`src/hdl/dsa_collision_filter_top_defines.svh`:
```
// ----------------------------------------------------------------------------
// Collision filter assertion macros
// Shared property macros for the collision filter top level.
// ----------------------------------------------------------------------------
`ifndef DSA_COLLISION_FILTER_TOP_DEFINES_SVH
`define DSA_COLLISION_FILTER_TOP_DEFINES_SVH

`ifndef SYNTHESIS
`define DCF_ASSERT_IMP(name, clk, rst, ante, cons) \
  name: assert property (@(posedge clk) disable iff (rst) (ante) |-> (cons)) \
    else $error("collision filter property failed");
`define DCF_ASSERT_NXT(name, clk, rst, ante, cons) \
  name: assert property (@(posedge clk) disable iff (rst) (ante) |=> (cons)) \
    else $error("collision filter property failed");
`else
`define DCF_ASSERT_IMP(name, clk, rst, ante, cons)
`define DCF_ASSERT_NXT(name, clk, rst, ante, cons)
`endif

`endif

```
`src/hdl/dcf_pkg.sv`:
```
// ----------------------------------------------------------------------------
// Collision filter package
// Field widths, table geometry and shared types of the collision filter.
// ----------------------------------------------------------------------------
package dcf_pkg;

  localparam int COUNT_W     = 4;
  localparam int TERM_W      = 16;
  localparam int PID_W       = 32;
  localparam int PAIR_W      = TERM_W + PID_W;
  localparam int TOTAL_W     = 16;
  localparam int TABLE_DEPTH = 64;
  localparam int IDX_W       = $clog2(TABLE_DEPTH);
  localparam int FILL_W      = $clog2(TABLE_DEPTH + 1);

  localparam logic [IDX_W-1:0]   LAST_IDX   = IDX_W'(TABLE_DEPTH - 1);
  localparam logic [FILL_W-1:0]  FILL_FULL  = FILL_W'(TABLE_DEPTH);
  localparam logic [COUNT_W-1:0] COUNT_ONE  = COUNT_W'(1);
  localparam logic [TOTAL_W-1:0] TOTAL_MAX  = '1;

  typedef enum logic [1:0] {
    ST_IDLE,
    ST_SEARCH,
    ST_FINISH
  } state_t;

  typedef struct packed {
    logic shift;
    logic load_new;
    logic clear;
  } chain_ctrl_t;

endpackage

```
`src/hdl/dcf_in_if.sv`:
```
// ----------------------------------------------------------------------------
// Slot input channel
// Valid/ready channel that carries one random-access slot per transfer.
// ----------------------------------------------------------------------------
interface dcf_in_if;
  logic                        valid;
  logic                        ready;
  logic [dcf_pkg::COUNT_W-1:0] packet_count;
  logic [dcf_pkg::TERM_W-1:0]  terminal_id;
  logic [dcf_pkg::PID_W-1:0]   packet_id;
  logic                        last_slot;

  modport source (output valid, packet_count, terminal_id, packet_id, last_slot,
                  input ready);
  modport sink (input valid, packet_count, terminal_id, packet_id, last_slot,
                output ready);
endinterface

```
`src/hdl/dcf_out_if.sv`:
```
// ----------------------------------------------------------------------------
// Slot result channel
// Valid/ready channel that carries one slot decision per transfer.
// ----------------------------------------------------------------------------
interface dcf_out_if;
  logic                        valid;
  logic                        ready;
  logic                        accept;
  logic [dcf_pkg::TERM_W-1:0]  out_terminal_id;
  logic [dcf_pkg::PID_W-1:0]   out_packet_id;
  logic [dcf_pkg::TOTAL_W-1:0] collision_total;
  logic                        frame_done;

  modport source (output valid, accept, out_terminal_id, out_packet_id,
                  collision_total, frame_done, input ready);
  modport sink (input valid, accept, out_terminal_id, out_packet_id,
                collision_total, frame_done, output ready);
endinterface

```
`src/hdl/dcf_cell.sv`:
```
// ----------------------------------------------------------------------------
// Collision filter table cell
// Holds one accepted pair and its valid flag and passes both to its neighbor.
// ----------------------------------------------------------------------------
module dcf_cell (
  input  logic                       clk,
  input  logic                       rst,
  input  dcf_pkg::chain_ctrl_t       ctrl,
  input  logic [dcf_pkg::PAIR_W-1:0] pair_in,
  input  logic                       valid_in,
  output logic [dcf_pkg::PAIR_W-1:0] pair,
  output logic                       valid
);

  always_ff @(posedge clk) begin
    if (rst) begin
      valid <= 1'b0;
    end else if (ctrl.clear) begin
      valid <= 1'b0;
    end else if (ctrl.shift) begin
      valid <= valid_in;
    end
  end

  always_ff @(posedge clk) begin
    if (ctrl.shift) begin
      pair <= pair_in;
    end
  end

endmodule

```
`src/hdl/dcf_chain.sv`:
```
// ----------------------------------------------------------------------------
// Collision filter cell ring
// Row of table cells that rotates past a comparator at its tail, or takes a
// new pair in at its head.
// ----------------------------------------------------------------------------
module dcf_chain (
  input  logic                       clk,
  input  logic                       rst,
  input  dcf_pkg::chain_ctrl_t       ctrl,
  input  logic [dcf_pkg::PAIR_W-1:0] key,
  output logic                       hit
);

  logic [dcf_pkg::PAIR_W-1:0] pair_link  [dcf_pkg::TABLE_DEPTH];
  logic                       valid_link [dcf_pkg::TABLE_DEPTH];
  logic [dcf_pkg::PAIR_W-1:0] head_pair;
  logic                       head_valid;

  assign head_pair  = ctrl.load_new ? key : pair_link[dcf_pkg::TABLE_DEPTH-1];
  assign head_valid = ctrl.load_new ? 1'b1 : valid_link[dcf_pkg::TABLE_DEPTH-1];

  for (genvar i = 0; i < dcf_pkg::TABLE_DEPTH; i++) begin : g_cell
    if (i == 0) begin : g_head
      dcf_cell u_cell (
        .clk      (clk),
        .rst      (rst),
        .ctrl     (ctrl),
        .pair_in  (head_pair),
        .valid_in (head_valid),
        .pair     (pair_link[i]),
        .valid    (valid_link[i])
      );
    end else begin : g_body
      dcf_cell u_cell (
        .clk      (clk),
        .rst      (rst),
        .ctrl     (ctrl),
        .pair_in  (pair_link[i-1]),
        .valid_in (valid_link[i-1]),
        .pair     (pair_link[i]),
        .valid    (valid_link[i])
      );
    end
  end

  assign hit = valid_link[dcf_pkg::TABLE_DEPTH-1]
               && (pair_link[dcf_pkg::TABLE_DEPTH-1] == key);

endmodule

```
`src/hdl/dsa_collision_filter_top.sv`:
```
// ----------------------------------------------------------------------------
// A single-packet slot that meets a nonempty table waits in SEARCH for one turn of the 64-cell
// ring past its comparator before FINISH; every other slot goes from IDLE straight to FINISH.
// Slots are handled one at a time: a new slot is taken only in IDLE, after FINISH loads the result.
// Reset: synchronous; clears the table valid flags, fill count, collision total.
// ----------------------------------------------------------------------------
`include "dsa_collision_filter_top_defines.svh"

module dsa_collision_filter_top #(
  parameter int MAX_PACKETS_PER_SLOT = 15
) (
  input  logic             clk,
  input  logic             rst,
  dcf_in_if.sink           slot_in,
  dcf_out_if.source        result_out
);

  localparam logic [7:0] MaxPkts = 8'(MAX_PACKETS_PER_SLOT);

  dcf_pkg::state_t                 state;
  dcf_pkg::state_t                 state_next;
  dcf_pkg::chain_ctrl_t            ctrl;

  logic [dcf_pkg::COUNT_W-1:0]     item_count;
  logic [dcf_pkg::TERM_W-1:0]      item_term;
  logic [dcf_pkg::PID_W-1:0]       item_pid;
  logic                            item_last;

  logic [dcf_pkg::IDX_W-1:0]       search_cnt;
  logic                            hit;
  logic                            chain_hit;
  logic [dcf_pkg::FILL_W-1:0]      fill;
  logic [dcf_pkg::TOTAL_W-1:0]     coll;
  logic [dcf_pkg::TOTAL_W-1:0]     coll_next;

  logic                            out_valid;
  logic                            in_xfer;
  logic                            can_load;
  logic                            finish_load;
  logic                            res_acc;
  logic                            do_insert;
  logic [dcf_pkg::COUNT_W-1:0]     add;
  logic [dcf_pkg::TOTAL_W:0]       sum;

  assign in_xfer     = slot_in.valid && slot_in.ready;
  assign can_load    = !out_valid || result_out.ready;
  assign finish_load = (state == dcf_pkg::ST_FINISH) && can_load;
  assign res_acc     = (item_count == dcf_pkg::COUNT_ONE) && !hit;
  assign do_insert   = finish_load && res_acc && (fill < dcf_pkg::FILL_FULL);

  dcf_chain u_chain (
    .clk  (clk),
    .rst  (rst),
    .ctrl (ctrl),
    .key  ({item_term, item_pid}),
    .hit  (chain_hit)
  );

  // Packet counts above the per-slot limit are counted at the limit.
  always_comb begin
    if ({4'b0, item_count} > MaxPkts) begin
      add = MaxPkts[dcf_pkg::COUNT_W-1:0];
    end else begin
      add = item_count;
    end
    sum = {1'b0, coll} + (dcf_pkg::TOTAL_W+1)'(add);
    if (item_count > dcf_pkg::COUNT_ONE) begin
      coll_next = sum[dcf_pkg::TOTAL_W] ? dcf_pkg::TOTAL_MAX : sum[dcf_pkg::TOTAL_W-1:0];
    end else begin
      coll_next = coll;
    end
  end

  always_comb begin
    state_next = state;
    unique case (state)
      dcf_pkg::ST_IDLE: begin
        if (in_xfer) begin
          if ((slot_in.packet_count == dcf_pkg::COUNT_ONE) && (fill != '0)) begin
            state_next = dcf_pkg::ST_SEARCH;
          end else begin
            state_next = dcf_pkg::ST_FINISH;
          end
        end
      end
      dcf_pkg::ST_SEARCH: begin
        if (search_cnt == dcf_pkg::LAST_IDX) begin
          state_next = dcf_pkg::ST_FINISH;
        end
      end
      dcf_pkg::ST_FINISH: begin
        if (can_load) begin
          state_next = dcf_pkg::ST_IDLE;
        end
      end
      default: state_next = dcf_pkg::ST_IDLE;
    endcase
  end

  always_comb begin
    slot_in.ready = 1'b0;
    ctrl          = '0;
    unique case (state)
      dcf_pkg::ST_IDLE: begin
        slot_in.ready = 1'b1;
      end
      dcf_pkg::ST_SEARCH: begin
        ctrl.shift = 1'b1;
      end
      dcf_pkg::ST_FINISH: begin
        ctrl.shift    = do_insert;
        ctrl.load_new = do_insert;
        ctrl.clear    = finish_load && item_last;
      end
      default: begin
        slot_in.ready = 1'b0;
      end
    endcase
  end

  always_ff @(posedge clk) begin
    if (rst) begin
      state <= dcf_pkg::ST_IDLE;
    end else begin
      state <= state_next;
    end
  end

  always_ff @(posedge clk) begin
    if (in_xfer) begin
      item_count <= slot_in.packet_count;
      item_term  <= slot_in.terminal_id;
      item_pid   <= slot_in.packet_id;
      item_last  <= slot_in.last_slot;
    end
  end

  always_ff @(posedge clk) begin
    if (rst) begin
      search_cnt <= '0;
      hit        <= 1'b0;
    end else if (in_xfer) begin
      search_cnt <= '0;
      hit        <= 1'b0;
    end else if (state == dcf_pkg::ST_SEARCH) begin
      search_cnt <= search_cnt + 1'b1;
      hit        <= hit || chain_hit;
    end
  end

  always_ff @(posedge clk) begin
    if (rst) begin
      fill <= '0;
      coll <= '0;
    end else if (finish_load) begin
      if (item_last) begin
        fill <= '0;
        coll <= '0;
      end else begin
        coll <= coll_next;
        if (do_insert) begin
          fill <= fill + 1'b1;
        end
      end
    end
  end

  always_ff @(posedge clk) begin
    if (rst) begin
      out_valid <= 1'b0;
    end else if (finish_load) begin
      out_valid <= 1'b1;
    end else if (result_out.ready) begin
      out_valid <= 1'b0;
    end
  end

  always_ff @(posedge clk) begin
    if (finish_load) begin
      result_out.accept          <= res_acc;
      result_out.out_terminal_id <= res_acc ? item_term : '0;
      result_out.out_packet_id   <= res_acc ? item_pid : '0;
      result_out.collision_total <= coll_next;
      result_out.frame_done      <= item_last;
    end
  end

  assign result_out.valid = out_valid;

  `DCF_ASSERT_IMP(a_search_single, clk, rst, state == dcf_pkg::ST_SEARCH, item_count == dcf_pkg::COUNT_ONE)
  `DCF_ASSERT_NXT(a_frame_clear, clk, rst, finish_load && item_last, (fill == '0) && (coll == '0))
  `DCF_ASSERT_NXT(a_fill_grow, clk, rst, do_insert && !item_last, fill == dcf_pkg::FILL_W'($past(fill) + 1'b1))

endmodule

```
`src/flat_wrapper.sv`:
```
// flat-port wrapper written by rule: the top's interface ports become plain ports
module dsa_collision_filter_top_flat 
#(
  parameter int MAX_PACKETS_PER_SLOT = 15
)
  (clk, rst, slot_in_valid, slot_in_packet_count, slot_in_terminal_id, slot_in_packet_id, slot_in_last_slot, slot_in_ready, result_out_valid, result_out_accept, result_out_out_terminal_id, result_out_out_packet_id, result_out_collision_total, result_out_frame_done, result_out_ready);
  dcf_in_if slot_in_i ();
  dcf_out_if result_out_i ();
  input  logic clk;
  input  logic rst;
  input wire logic [$bits(slot_in_i.valid)-1:0] slot_in_valid;
  input wire logic [$bits(slot_in_i.packet_count)-1:0] slot_in_packet_count;
  input wire logic [$bits(slot_in_i.terminal_id)-1:0] slot_in_terminal_id;
  input wire logic [$bits(slot_in_i.packet_id)-1:0] slot_in_packet_id;
  input wire logic [$bits(slot_in_i.last_slot)-1:0] slot_in_last_slot;
  output wire logic [$bits(slot_in_i.ready)-1:0] slot_in_ready;
  output wire logic [$bits(result_out_i.valid)-1:0] result_out_valid;
  output wire logic [$bits(result_out_i.accept)-1:0] result_out_accept;
  output wire logic [$bits(result_out_i.out_terminal_id)-1:0] result_out_out_terminal_id;
  output wire logic [$bits(result_out_i.out_packet_id)-1:0] result_out_out_packet_id;
  output wire logic [$bits(result_out_i.collision_total)-1:0] result_out_collision_total;
  output wire logic [$bits(result_out_i.frame_done)-1:0] result_out_frame_done;
  input wire logic [$bits(result_out_i.ready)-1:0] result_out_ready;
  assign slot_in_i.valid = slot_in_valid;
  assign slot_in_i.packet_count = slot_in_packet_count;
  assign slot_in_i.terminal_id = slot_in_terminal_id;
  assign slot_in_i.packet_id = slot_in_packet_id;
  assign slot_in_i.last_slot = slot_in_last_slot;
  assign slot_in_ready = slot_in_i.ready;
  assign result_out_valid = result_out_i.valid;
  assign result_out_accept = result_out_i.accept;
  assign result_out_out_terminal_id = result_out_i.out_terminal_id;
  assign result_out_out_packet_id = result_out_i.out_packet_id;
  assign result_out_collision_total = result_out_i.collision_total;
  assign result_out_frame_done = result_out_i.frame_done;
  assign result_out_i.ready = result_out_ready;
  dsa_collision_filter_top #(.MAX_PACKETS_PER_SLOT(MAX_PACKETS_PER_SLOT)) u_core (.clk(clk), .rst(rst), .slot_in(slot_in_i), .result_out(result_out_i));
endmodule
```
`config.mk`:
```
export PLATFORM = sky130hd
export DESIGN_NAME = dsa_collision_filter_top_flat
export DESIGN_NICKNAME = d
export VERILOG_FILES = /design/src/hdl/dcf_pkg.sv /design/src/hdl/dcf_in_if.sv /design/src/hdl/dcf_out_if.sv /design/src/hdl/dcf_cell.sv /design/src/hdl/dcf_chain.sv /design/src/hdl/dsa_collision_filter_top.sv /design/src/flat_wrapper.sv
export VERILOG_INCLUDE_DIRS = /design/src /design/src/hdl
export SDC_FILE = /design/constraint.sdc
export NUM_CORES = 2
export LEC_CHECK = 0
export ABC_AREA = 1
export BUFFER_PORTS_ARGS = -buffer_cell sky130_fd_sc_hd__buf_2
export CELL_PAD_IN_SITES_DETAIL_PLACEMENT = 0
export CELL_PAD_IN_SITES_GLOBAL_PLACEMENT = 2
export CORE_ASPECT_RATIO = 0.9
export CORE_UTILIZATION = 50
export DETAILED_ROUTE_END_ITERATION = 8
export PLACE_DENSITY_LB_ADDON = 0.1
export SLEW_MARGIN = 5
export SYNTH_ARGS = -nofsm -noshare
export SYNTH_HDL_FRONTEND = slang
export SYNTH_SLANG_ARGS = --single-unit
```
`constraint.sdc`:
```
create_clock -name clk -period 22.2 [get_ports clk]
set_input_delay 2.22 -clock clk [delete_from_list [all_inputs] [get_ports clk]]
set_output_delay 2.22 -clock clk [all_outputs]
set_load 0.005 [all_outputs]
```
==> impl_metrics.csv <==
group,metric,value,unit
run_status,status,"finished, final reports clean",
synth,synthCells,4164,
timing,rsz0062_at_grt,"false",
synth,synth-seq-cells,3288,
critical_path,cp_max_fo,264,
floorplan,coreArea,201000,µm²
floorplan,die_w,478,µm
timing,fin_tns_setup,0,ns
cells_and_area,layout-drive-gt1-share,12.8,%
timing,tightest_slew,1.13,ns
critical_path,endpoint_kind,"flop",
timing,fin_crit_sh,34.0,%
global_routing,grt_overflow_total,0,
detailed_routing,routed_wl,138000,µm
pwr,max-vdd-ir-drop,0.0589,mV
critical_path,r2r-start,"u_core.add[3]",
synth,avgSynthCellArea,24.4,µm²
critical_path,r2r_slack,15.37,ns
placed_design,dp.cells,6966,
timing,finalCriticalPeriod,7.54,ns
clocking,cts_made_buffers,326,
floorplan,io_pins,125,
clocking,cts_tree,"done",
detailed_routing,vias_per_cell,4.87,
min_path,hold_depth,0,
critical_path,worstSetupStartpointType,"input pin",
synth,syn_nets,4232,
clocking,clk_pin_slew,0.06,ns
timing,slew_headroom,24.7,%
detailed_routing,first_pass_iters,8,
global_routing,antenna_found_initial,8,
global_routing,grt_pass1_wl,211000,µm
synth,synth_most_common_cell,"edfxtp_1",
synth,synth_warnings,0,
synth,ys_types,35,
floorplan,initial_utilization,50.5,%
timing,finalHoldViolations,0,
detailed_routing,drc,0,
clocking,root_buffer,"clkbuf_16",
pwr,p_leak,0.0341,µW
clocking,cts.sinks,3288,
synth,synth_area_leaders,"edfxtp_1 (94%), dfxtp_1 (1.9%), nand2_1 (1.3%)",
critical_path,crit_arrival,8.04,ns
floorplan,fp.dieH,430,µm
timing,setup_viol,0,
timing,clock.fmax,133,MHz
global_routing,grt.total_usage,13.4,%
critical_path,crit_start,"result_out_ready",
critical_path,reg2regPathDepth,12,
synth,synth_commonest_cells,"edfxtp_1 (3191), nand2_1 (340), inv_1 (114), nor2_1 (98), dfxtp_1 (97)",
critical_path,worst_ep_required_time,22.70,ns
placed_design,port_buffers,124,
synth,synth-main-ff-cell,"edfxtp_1",
job,maxCapViolations,0,
global_routing,first_global_vias,35233,
synth,synth_top_cell_area_share,94.2,%
floorplan,die_area,205000,µm²
cells_and_area,final_area,116000,µm²
clocking,clk_latency,0.91,ns
min_path,holdPathEnd,"u_core.u_chain.g_cell[18].g_body.u_cell.pair[40]",
floorplan,rows,156,
cells_and_area,fin_nets,4676,
synth,yosysSeqAreaShare,96.1,%
detailed_routing,wl_per_cell,18.3,µm
detailed_routing,num_vias,36703,
cells_and_area,fin_cells,7531,
cells_and_area,syn_to_final_growth,13.9,%
critical_path,path_class,"input pin to flop",
min_path,hold_path_startpoint,"u_core.u_chain.g_cell[17].g_body.u_cell.pair[40]",
clocking,postCtsSetupBuffers,0,
synth,synthArstFlopShare,0,%
detailed_routing,ant_nets,0,
synth,synth_area_leader_cell,"edfxtp_1",
critical_path,r2r-end,"u_core.u_chain.g_cell[6].g_body.u_cell.pair[28]",
detailed_routing,drtIter0Drc,3541,
global_routing,grt_max_degree,265,
clocking,postCtsResizedCells,0,
synth,synth_area,102000,µm²
placed_design,hpwl,66800,µm
timing,finClkSkew,0.0433,ns
synth,synth_edf_count,3191,
pwr,power_density,104,nW/µm²
clocking,clk_path_buf_depth,4,
clocking,cts_max_level,5,
clocking,cts_hold_buffers,0,
placed_design,gp_congestion,0.726,
timing,slew_violations,0,
min_path,holdCritPathClass,"flop to flop",
placed_design,placed_cell_area,106000,µm²
## layout by cell type (no fill, tap or decap), types with 10 or more instances in the layout
master and instances:
clkbuf_1 61, clkinv_1 71, xnor2_1 13, buf_4 27
bufinv_16 24, clkinv_2 58, inv_1 112, dfxtp_1 97
o21ai_0 77, a21oi_1 88, buf_2 124, nand3_1 29
edfxtp_1 3191, clkinvlp_4 10, nand2_1 339, clkbuf_16 333
nor2_1 98, ha_1 10
## area by class of cell
class / instances / area [µm²]
fillers: 14551 / 85600
clock buffers: 394 / 8560
inverters: 118 / 460
diodes: 2 / 5.00
multi-input cells: 716 / 3320
well taps: 2686 / 3360
repair buffers: 158 / 963
flip-flops and latches: 3288 / 97800
clock inverters: 169 / 1440
## layer usage
layer  up-vias  global-route usage (%)  part of all wire (%)
met2       560                    17.7                    42
met3       333                    2.81                   3.8
met4         0                    5.53                   3.4
met1     18780                    21.7                    51
met5         -                       0                     0
li1      17030                       -                     -
## state kept, by name (all words and copies together), names as in the netlist, 2 cells and up
register                                   flops
u_core.add                                     4
u_core.coll                                   16
u_core.fill                                    7
u_core.item_pid                               32
u_core.item_term                              16
u_core.result_out.collision_total             16
u_core.result_out.out_packet_id               32
u_core.result_out.out_terminal_id             16
u_core.search_cnt                              6
u_core.state                                   2
u_core.u_chain.g_cell.g_body.u_cell.pair    3024
u_core.u_chain.g_cell.g_body.u_cell.valid     63
u_core.u_chain.g_cell.g_head.u_cell.pair      48
## report_power, final
part           total [µW]  internal [µW]  switching [µW]
logic                87.0           21.3            65.7
clock network        5170           3010            2150
registers            6770           6760            13.2
## kinds of logic after synthesis
group	share of synthesized area [%]
simple gates	2.04
compound gates	0.942
xor+xnor	0.138
fa+ha+maj	0.143
flops	96.1
buf+inv	0.668
## through the flow
stage          utilization, %  hold WS (ns)  worst slack, ns  total power, µW
2_1_floorplan               -         0.400             3.13             6960
3_3_place_gp             52.6         0.400            13.79             6990
3_5_place_dp             52.6         0.405            13.69             6990
4_1_cts                  57.5         0.375            14.73            12200
5_1_grt                  57.5         0.387            14.17            12400
6_report                 57.5         0.379            14.66            12000
## worst max-delay path by stage
stage / end / slack (ns)
5_1_grt: u_core.u_chain.g_cell[57].g_body.u_cell.pair[27] / 14.17
2_1_floorplan: u_core.u_chain.g_cell[2].g_body.u_cell.valid / 3.13
4_1_cts: u_core.u_chain.g_cell[57].g_body.u_cell.pair[40] / 14.73
6_report: u_core.u_chain.g_cell[6].g_body.u_cell.pair[28] / 14.66
3_5_place_dp: u_core.u_chain.g_cell[61].g_body.u_cell.pair[40] / 13.69
3_3_place_gp: u_core.u_chain.g_cell[59].g_body.u_cell.pair[40] / 13.79
## critical path: stages
cell and delay, ns:
buf_2 0.08, inv_1 0.03, nand2_1 0.09, inv_2 0.06
nor2_4 0.12, nand3_4 0.21, nand2_1 0.14, nand2_2 0.05
buf_4 0.32, inv_16 0.69, buf_12 0.64, buf_4 0.90
buf_4 0.87, buf_4 0.96
Note: power is estimated with default switching activity, not from simulation.
